File: src/sv/ctb_pkg.sv
// ----------------------------------------------------------------------------
// ctb_pkg
// Shared constants, codes and structs of the coupling-table bilinear lookup.
// ----------------------------------------------------------------------------
package ctb_pkg;

  localparam int SLOTS_PER_SIDE = 4;
  localparam int GRID_POINTS    = 32;
  localparam int LIST_MAX       = 4;

  // slots that the packed orbital lists can actually hold
  localparam int MATCH_SLOTS = (LIST_MAX < SLOTS_PER_SIDE) ? LIST_MAX : SLOTS_PER_SIDE;

  localparam int SLOT_W  = $clog2(SLOTS_PER_SIDE);
  localparam int GRID_W  = $clog2(GRID_POINTS);
  // four banks split by grid parity, each holds half the grid on both axes
  localparam int NUM_BANKS = 4;
  localparam int BANK_AW   = 2 * SLOT_W + 2 * (GRID_W - 1);

  localparam int VAL_W = 24;   // Q7.16 sample and result
  localparam int OFF_W = 24;   // d + r, unsigned
  localparam int PTS_W = 6;    // grid point count register

  typedef enum logic [1:0] {
    STAT_OK      = 2'd0,
    STAT_OUTSIDE = 2'd1,
    STAT_NOPAIR  = 2'd2
  } status_t;

  typedef enum logic [2:0] {
    REG_CUTOFF   = 3'd0,
    REG_INV_X    = 3'd1,
    REG_INV_Y    = 3'd2,
    REG_POINTS_X = 3'd3,
    REG_POINTS_Y = 3'd4,
    REG_ROW_LIST = 3'd5,
    REG_COL_LIST = 3'd6,
    REG_COUNTS   = 3'd7
  } reg_index_t;

  typedef struct packed {
    logic [21:0]      cutoff;
    logic [23:0]      inv_x;
    logic [23:0]      inv_y;
    logic [PTS_W-1:0] points_x;
    logic [PTS_W-1:0] points_y;
    logic [15:0]      row_list;
    logic [15:0]      col_list;
    logic [6:0]       counts;
  } cfg_t;

  typedef struct packed {
    logic                    mode;
    logic [1:0]              table_row_slot;
    logic [1:0]              table_col_slot;
    logic [4:0]              grid_x;
    logic [4:0]              grid_y;
    logic signed [VAL_W-1:0] sample_value;
    logic [3:0]              row_orb;
    logic [3:0]              col_orb;
    logic signed [23:0]      disp_x;
    logic signed [23:0]      disp_y;
    logic                    disp_z_negative;
  } in_item_t;

  // after swap, cutoff test and pair match
  typedef struct packed {
    logic                    vld;
    logic                    query;
    status_t                 status;
    logic [SLOT_W-1:0]       row_slot;
    logic [SLOT_W-1:0]       col_slot;
    logic [OFF_W-1:0]        off_x;
    logic [OFF_W-1:0]        off_y;
    logic [GRID_W-1:0]       gx;
    logic [GRID_W-1:0]       gy;
    logic signed [VAL_W-1:0] sample;
  } front_t;

  typedef struct packed {
    logic             vld;
    logic [VAL_W-1:0] value;
    status_t          status;
  } result_t;

endpackage

File: src/sv/ctb_front.sv
// ----------------------------------------------------------------------------
// ctb_front
// Entry stage: orbital swap and negation, cutoff square test, pair match.
// ----------------------------------------------------------------------------
module ctb_front (
  input  logic              clk,
  input  logic              rst,
  input  logic              adv,
  input  logic              accept,
  input  ctb_pkg::cfg_t     cfg,
  input  ctb_pkg::in_item_t item,
  output ctb_pkg::front_t   stage
);

  logic [3:0]                 orow;
  logic [3:0]                 ocol;
  logic signed [24:0]         dx;
  logic signed [24:0]         dy;
  logic signed [24:0]         r;
  logic signed [24:0]         sum_x;
  logic signed [24:0]         sum_y;
  logic                       outside;
  logic [3:0]                 nr;
  logic [3:0]                 nc;
  logic                       rhit;
  logic                       chit;
  logic [ctb_pkg::SLOT_W-1:0] ri;
  logic [ctb_pkg::SLOT_W-1:0] ci;
  ctb_pkg::front_t            stage_next;

  function automatic logic [3:0] eff_count(input logic [3:0] n);
    logic [3:0] m;
    m = (n > 4'(ctb_pkg::MATCH_SLOTS)) ? 4'(ctb_pkg::MATCH_SLOTS) : n;
    return m;
  endfunction

  always_comb begin
    // downward hop: swap orbitals, flip displacement
    if (item.disp_z_negative) begin
      orow = item.col_orb;
      ocol = item.row_orb;
      dx   = -25'(item.disp_x);
      dy   = -25'(item.disp_y);
    end else begin
      orow = item.row_orb;
      ocol = item.col_orb;
      dx   = 25'(item.disp_x);
      dy   = 25'(item.disp_y);
    end
    r       = $signed({3'b000, cfg.cutoff});
    outside = (dx > r) || (dx < -r) || (dy > r) || (dy < -r);
    sum_x   = dx + r;
    sum_y   = dy + r;

    nr   = eff_count(cfg.counts[3:0]);
    nc   = eff_count({1'b0, cfg.counts[6:4]});
    rhit = 1'b0;
    chit = 1'b0;
    ri   = '0;
    ci   = '0;
    // descending scan leaves the lowest matching slot
    for (int i = ctb_pkg::MATCH_SLOTS - 1; i >= 0; i--) begin
      if (4'(i) < nr && cfg.row_list[4*i +: 4] == orow) begin
        rhit = 1'b1;
        ri   = ctb_pkg::SLOT_W'(i);
      end
      if (4'(i) < nc && cfg.col_list[4*i +: 4] == ocol) begin
        chit = 1'b1;
        ci   = ctb_pkg::SLOT_W'(i);
      end
    end

    stage_next.vld   = accept;
    stage_next.query = item.mode;
    if (outside) begin
      stage_next.status = ctb_pkg::STAT_OUTSIDE;
    end else if (!(rhit && chit)) begin
      stage_next.status = ctb_pkg::STAT_NOPAIR;
    end else begin
      stage_next.status = ctb_pkg::STAT_OK;
    end
    stage_next.row_slot = item.mode ? ri : ctb_pkg::SLOT_W'(item.table_row_slot);
    stage_next.col_slot = item.mode ? ci : ctb_pkg::SLOT_W'(item.table_col_slot);
    stage_next.off_x    = sum_x[ctb_pkg::OFF_W-1:0];
    stage_next.off_y    = sum_y[ctb_pkg::OFF_W-1:0];
    stage_next.gx       = ctb_pkg::GRID_W'(item.grid_x);
    stage_next.gy       = ctb_pkg::GRID_W'(item.grid_y);
    stage_next.sample   = item.sample_value;
  end

  always_ff @(posedge clk) begin
    if (rst) begin
      stage <= '0;
    end else if (adv) begin
      stage <= stage_next;
    end
  end

endmodule

File: config.mk
export PLATFORM = sky130hd
export DESIGN_NAME = ctb_front
export DESIGN_NICKNAME = d
export VERILOG_FILES = /design/src/sv/ctb_pkg.sv /design/src/sv/ctb_front.sv
export SDC_FILE = /design/constraint.sdc
export NUM_CORES = 1
export LEC_CHECK = 0
export ABC_AREA = 1
export BUFFER_PORTS_ARGS = -buffer_cell sky130_fd_sc_hd__buf_2
export CORE_UTILIZATION = 53
export CTS_CLUSTER_SIZE = 12
export DETAILED_ROUTE_END_ITERATION = 10
export PLACE_DENSITY = 0.85
export SETUP_SLACK_MARGIN = 0.3
export SYNTH_ARGS = -nofsm -noshare
export SYNTH_HDL_FRONTEND = slang
export SYNTH_SLANG_ARGS = --single-unit
File: constraint.sdc
create_clock -name clk -period 4.28 [get_ports clk]
set_input_delay 0.428 -clock clk [delete_from_list [all_inputs] [get_ports clk]]
set_output_delay 0.428 -clock clk [all_outputs]
set_load 0.01 [all_outputs]
## After elaboration in Yosys (flattened, before gate mapping)

Cells that the tools add are included.

- Add/subtract/negate cells: 5
- Magnitude comparators: 14
- Equality and inequality tests: 8
- Mux-type cells: 26
- Reductions and logical operators: 12

Operators by type and width:

| cell | count |
|---|---|
| $gt 25x23->1 | 2 |
| $lt 25x25->1 | 2 |
| $mux 25 | 2 |
| $neg 24->25 | 2 |
| $add 24x23->24 | 2 |
| $eq 4x4->1 | 8 |
| $neg 22->25 | 1 |
| $mux 2 | 12 |
| $mux 4 | 3 |
| $logic_and 1x1->1 | 9 |
| $lt 1x4->1 const A | 2 |
| $lt 2x4->1 const A | 2 |
| $mux 1 | 8 |
| $lt 1x3->1 const A | 2 |
| $lt 2x3->1 const A | 2 |
| $gt 4x3->1 const B | 1 |
| $gt 3x3->1 const B | 1 |
| $logic_or 1x1->1 | 3 |
| $mux 3 | 1 |

- Register bits after elaboration: 90
- Output and inout bits: 90
- Logic and storage cells: 75

## Longest topological paths before layout

- Word-level depth: 11
- Depth in mapped cells: 31
- Gate-level depth less buffers: 31

## Least setup slack after synthesis

Ideal clock, no wire load.

- Kind: input port to flip-flop
- Start point: input cfg[100] (netlist name)
- End point: register stage[86] (netlist name)
- Arrival time: 3.174 ns
- Required time: 4.148 ns
- Setup slack: 0.974 ns
- Cell stages on the path: 31
- Path buffers: 0
- Cells stage by stage: inv_1 > ha_1 > nand4_2 > nor2_2 > nand2_2 > nor2_4 > nand3_2 > nor2_1 > nand2_1 > nor2_2 > nand3_2 > nor2_2 > nand2_2 > nor2_2 > nand2_1 > nor2_1 > ha_1 > nand2_1 > inv_1 > nand3_1 > inv_1 > a21oi_1 > nand3_1 > nand2_1 > nand2_1 > inv_1 > nand2_1 > nor2_1 > nand2_1 > nand2_1 > a21oi_1

- Word-level cells in the longest chain between the ends: 6
- Elaborated cells on any way between the ends: 9

Ends and longest elaborated chain:

| element | line | text |
|---|---|---|
| from (decl) | ctb_front.sv:10 | `input ctb_pkg::cfg_t cfg,` |
| $neg 22->25 | ctb_front.sv:51 | `outside = (dx > r) \|\| (dx < -r) \|\| (dy > r) \|\| (dy < -r);` |
| $lt 25x25->1 | ctb_front.sv:51 |  |
| $logic_or 1x1->1 (2 in a row) | ctb_front.sv:51 |  |
| $logic_or 1x1->1 (*) | ctb_front.sv:51 |  |
| $mux 2 (*) | ctb_front.sv:75 | `if (outside) begin` |
| to (signal assigned) | ctb_front.sv:95 | `stage <= stage_next;` |
| to (decl) | ctb_front.sv:12 | `output ctb_pkg::front_t stage` |

Every way passes the cells marked *; elsewhere a longest branch is shown, timed or not.
A chain may end at the register's enable or synchronous reset.

## Worst setup path after layout

Same ends and word-level chain as after synthesis.

==> results by group <==
Logic synthesis
  – Synth area leaders: dfxtp_1 (18%), ha_1 (17%), nand2_1 (10%)
  – Yosys warning count: 0
  – Share of synthesized registers carrying an async set or reset: 0
  – Yosys top cell area share: 0.180
  – Top FF cell, synth: dfxtp_1
  – Mux cell area share after synthesis: 0
  – EDFF count, synth: 0
  – Post-synthesis compound-gate area fraction: 0.182
  – Average size of a mapped cell: 6.41 um2
  – Netlist cell types: 52
  – Gate Count Post-Synth: 1563
  – Most common cell in the netlist: nand2_1
  – Adder-Cell Fraction of Synth Area: 0.178
  – Synth area leader: dfxtp_1
  – Simple-gate share of the synthesized area: 0.285
  – Post-synthesis sequential area ratio: 0.180
  – Synth Area in XOR/XNOR: 0.0838
  – Register bit total from synthesis: 90
  – Mapped Nets: 1925
  – Post-synthesis instance area: 10000 um2
  – Post-synth top cells: nand2_1 (269), nor2_1 (268), inv_1 (201), ha_1 (139), o21ai_0 (124)
  – Largest family of logic cells by synthesized area: simple AND/OR/NAND/NOR gates

Placement
  – GP Congestion: 0.982
  – DP Wirelength: 26300 um
  – IO Port Bufs: 250

Clock network
  – CTS tree: built
  – Clock Latency Late Sink: 0.33 ns
  – H-tree Lvls: 3
  – Clock buffer depth: 2
  – Clock sink count: 90
  – Root Buffer: clkbuf_16
  – CTS buffer count: 9
  – Reg clk slew, reported paths: 0.07 ns
  – Hold-fix buffers at CTS: 0

Pwr
  – Pint: 1.92 mW
  – Part of the power in registers: 0.291
  – Pwr dens: 275 nW/um2
  – VDD IR max: 0.194 mV
  – Sw Share: 0.415
  – Combinational Power Share: 0.453
  – Standby leakage power: 6.46 nW
  – Psw: 1.36 mW
  – Clk pwr share: 0.256

Routing
  – Post-Route WL: 32200 um
  – Via count: 11202
  – DR vias/cell: 5.50
  – Antenna-violating nets left: 0
  – Starting DRT DRC Count: 906
  – Routed length per placed instance: 15.8 um
  – DRC: 0
  – Pre-antenna DRT Iters: 5

Hold path
  – Worst min-delay path class: in2reg

Global routing
  – Antenna violations before repair: 0
  – Total GRT Usage: 0.324
  – Total congestion overflow: 0
  – Pin count of the biggest net entering global routing: 106
  – Vias in the first global route: 10379
  – First-pass GRT wire length: 50400 um

Die
  – Die Ht: 140 um
  – Site Rows: 49
  – Die Footprint: 19500 um2
  – Core region area: 18300 um2
  – Die width: 140 um
  – I/O pin cnt: 311
  – Initial Util: 0.548

Timing
  – Hold_ws: 0.309 ns
  – Worst Max-Slew Pin Slew: 1.19 ns
  – Setup Skew: 0 ns
  – Worst slew margin relative to its limit: 0.205
  – Max Clk Rate: 271 MHz
  – Fin. Hold Viols: 0
  – Final setup fails: 0
  – Crit share post-route: 0.861
  – Post-layout min period: 3.69 ns
  – Total Neg Setup Slack: 0 ns
  – Max Transition Viols Final: 0
  – RSZ-0062 raised after global routing: true

Layout
  – Fillers: 1683
  – Area Overhead vs Synth: 19.1%
  – Area of the multi-input gates: 7390 um2
  – Ratio of cells with drive above 1 in the final layout: 0.190
  – Max reg flops: 90
  – Nets: 2164
  – Storage element area: 1800 um2
  – Register with the most flip-flops: stage
  – Number of diodes: 0
  – Regs by FF count: stage: 90 flops

Critical path
  – Crit-path max cell delay: 0.25 ns
  – WP buf/inv: 4
  – Critical path startpoint category: input pin
  – WS Path Type: in2reg
  – Crit-path most repeated cell: nand2_1
  – CP endpoint kind: register
  – Kind of cell adding the most delay to the critical path: simple AND/OR/NAND/NOR gates
  – Worst-path fanout max: 5
  – Data required time of the critical path: 4.48 ns
  – CP max stage cell: ha_1
  – Arr. time, crit path: 3.89 ns

Outcome
  – Outcome: completed

Job
  – Max Cap Viol: 0
-- worst register-to-register path: cells and delay by family, from the launching register on --
family             cells  cell delay (ns)
DFF                    1             0.31
AOI/OAI and AO/OA      2             0.33
and+or+nand+nor        1             0.05
-- layout make-up --
cell class,count,area share
Multi-Input combinational cell,1231,0.619
Clock buffer,9,0.0189
Sequential cell,90,0.151
Clock inverter,7,0.00797
Inverter,205,0.0647
Tap cell,229,0.0240
Timing Repair Buffer,265,0.114
-- path summary, 6_finish.rpt --
| path | startpoint | endpoint | slack [ns] | depth (start not counted) |
|---|---|---|---|---|
| setup / recovery | cfg[100] | stage[86] | 0.59 | 31 |
| hold / removal | item[90] | stage[33] | 0.31 | 3 |
| setup reg to reg | stage[82] | stage[82] | 3.46 | 3 |
| hold reg to reg | stage[86] | stage[86] | 0.46 | 2 |
-- routing by layer --
| layer | track usage | wire length (um) | up-vias | share of wire |
|---|---|---|---|---|
| met5 | 0 | 0 | - | 0 |
| met4 | 0.162 | 1580 | 0 | 0.049 |
| met3 | 0.0272 | 2180 | 89 | 0.068 |
| met2 | 0.568 | 15300 | 511 | 0.47 |
| met1 | 0.397 | 13200 | 5012 | 0.41 |
| li1 | - | - | 5590 | - |
-- repair_timing --
item                       in CTS  in global routing
gates resized for setup         0                 20
buffers inserted                0                  7
setup endpoints to repair       0                  9
-- cell families (layout without fill, tap and decap cells) --
logic type      after synthesis  count (layout)
buf+inv                     242             486
simple gates                675             675
xor+xnor                     95              95
fa+ha+maj                   141             141
compound gates              320             320
flops                        90              90
-- layout by cell type (no fill, tap or decap), types with 9 or more instances in the layout --
| cell | count |
|---|---|
| buf_4 | 15 |
| o21bai_1 | 10 |
| a21oi_1 | 113 |
| o21ai_0 | 124 |
| o211ai_1 | 18 |
| ha_1 | 137 |
| nor3_1 | 15 |
| nand2_1 | 268 |
| buf_2 | 250 |
| inv_1 | 199 |
| xor2_1 | 72 |
| xnor2_1 | 20 |
| dfxtp_1 | 90 |
| nand3_1 | 56 |
| nor2_1 | 266 |
| nand4_1 | 16 |
| clkbuf_16 | 9 |
-- power groups by stage --
stage | Clock [mW] | Sequential (mW) | Combinational, mW
2_1_floorplan | 0 | 1.01 | 0.899
3_3_place_gp | 0 | 0.970 | 1.40
3_5_place_dp | 0 | 0.973 | 1.43
4_1_cts | 0.852 | 0.954 | 1.44
5_1_grt | 0.882 | 0.963 | 1.65
6_report | 0.839 | 0.954 | 1.49
-- metrics by stage --
step | cells | util | total power, mW | setup WS [ns] | area [um2]
2_1_floorplan | 1563 | - | 1.91 | 0.974 | 10000
3_3_place_gp | 2013 | 0.628 | 2.37 | 0.281 | 11500
3_5_place_dp | 2013 | 0.628 | 2.40 | 0.204 | 11500
4_1_cts | 2029 | 0.645 | 3.24 | 0.545 | 11800
5_1_grt | 2036 | 0.653 | 3.49 | 0.249 | 11900
6_report | 2036 | 0.653 | 3.28 | 0.593 | 11900
Power figures use the tool's default switching activity.
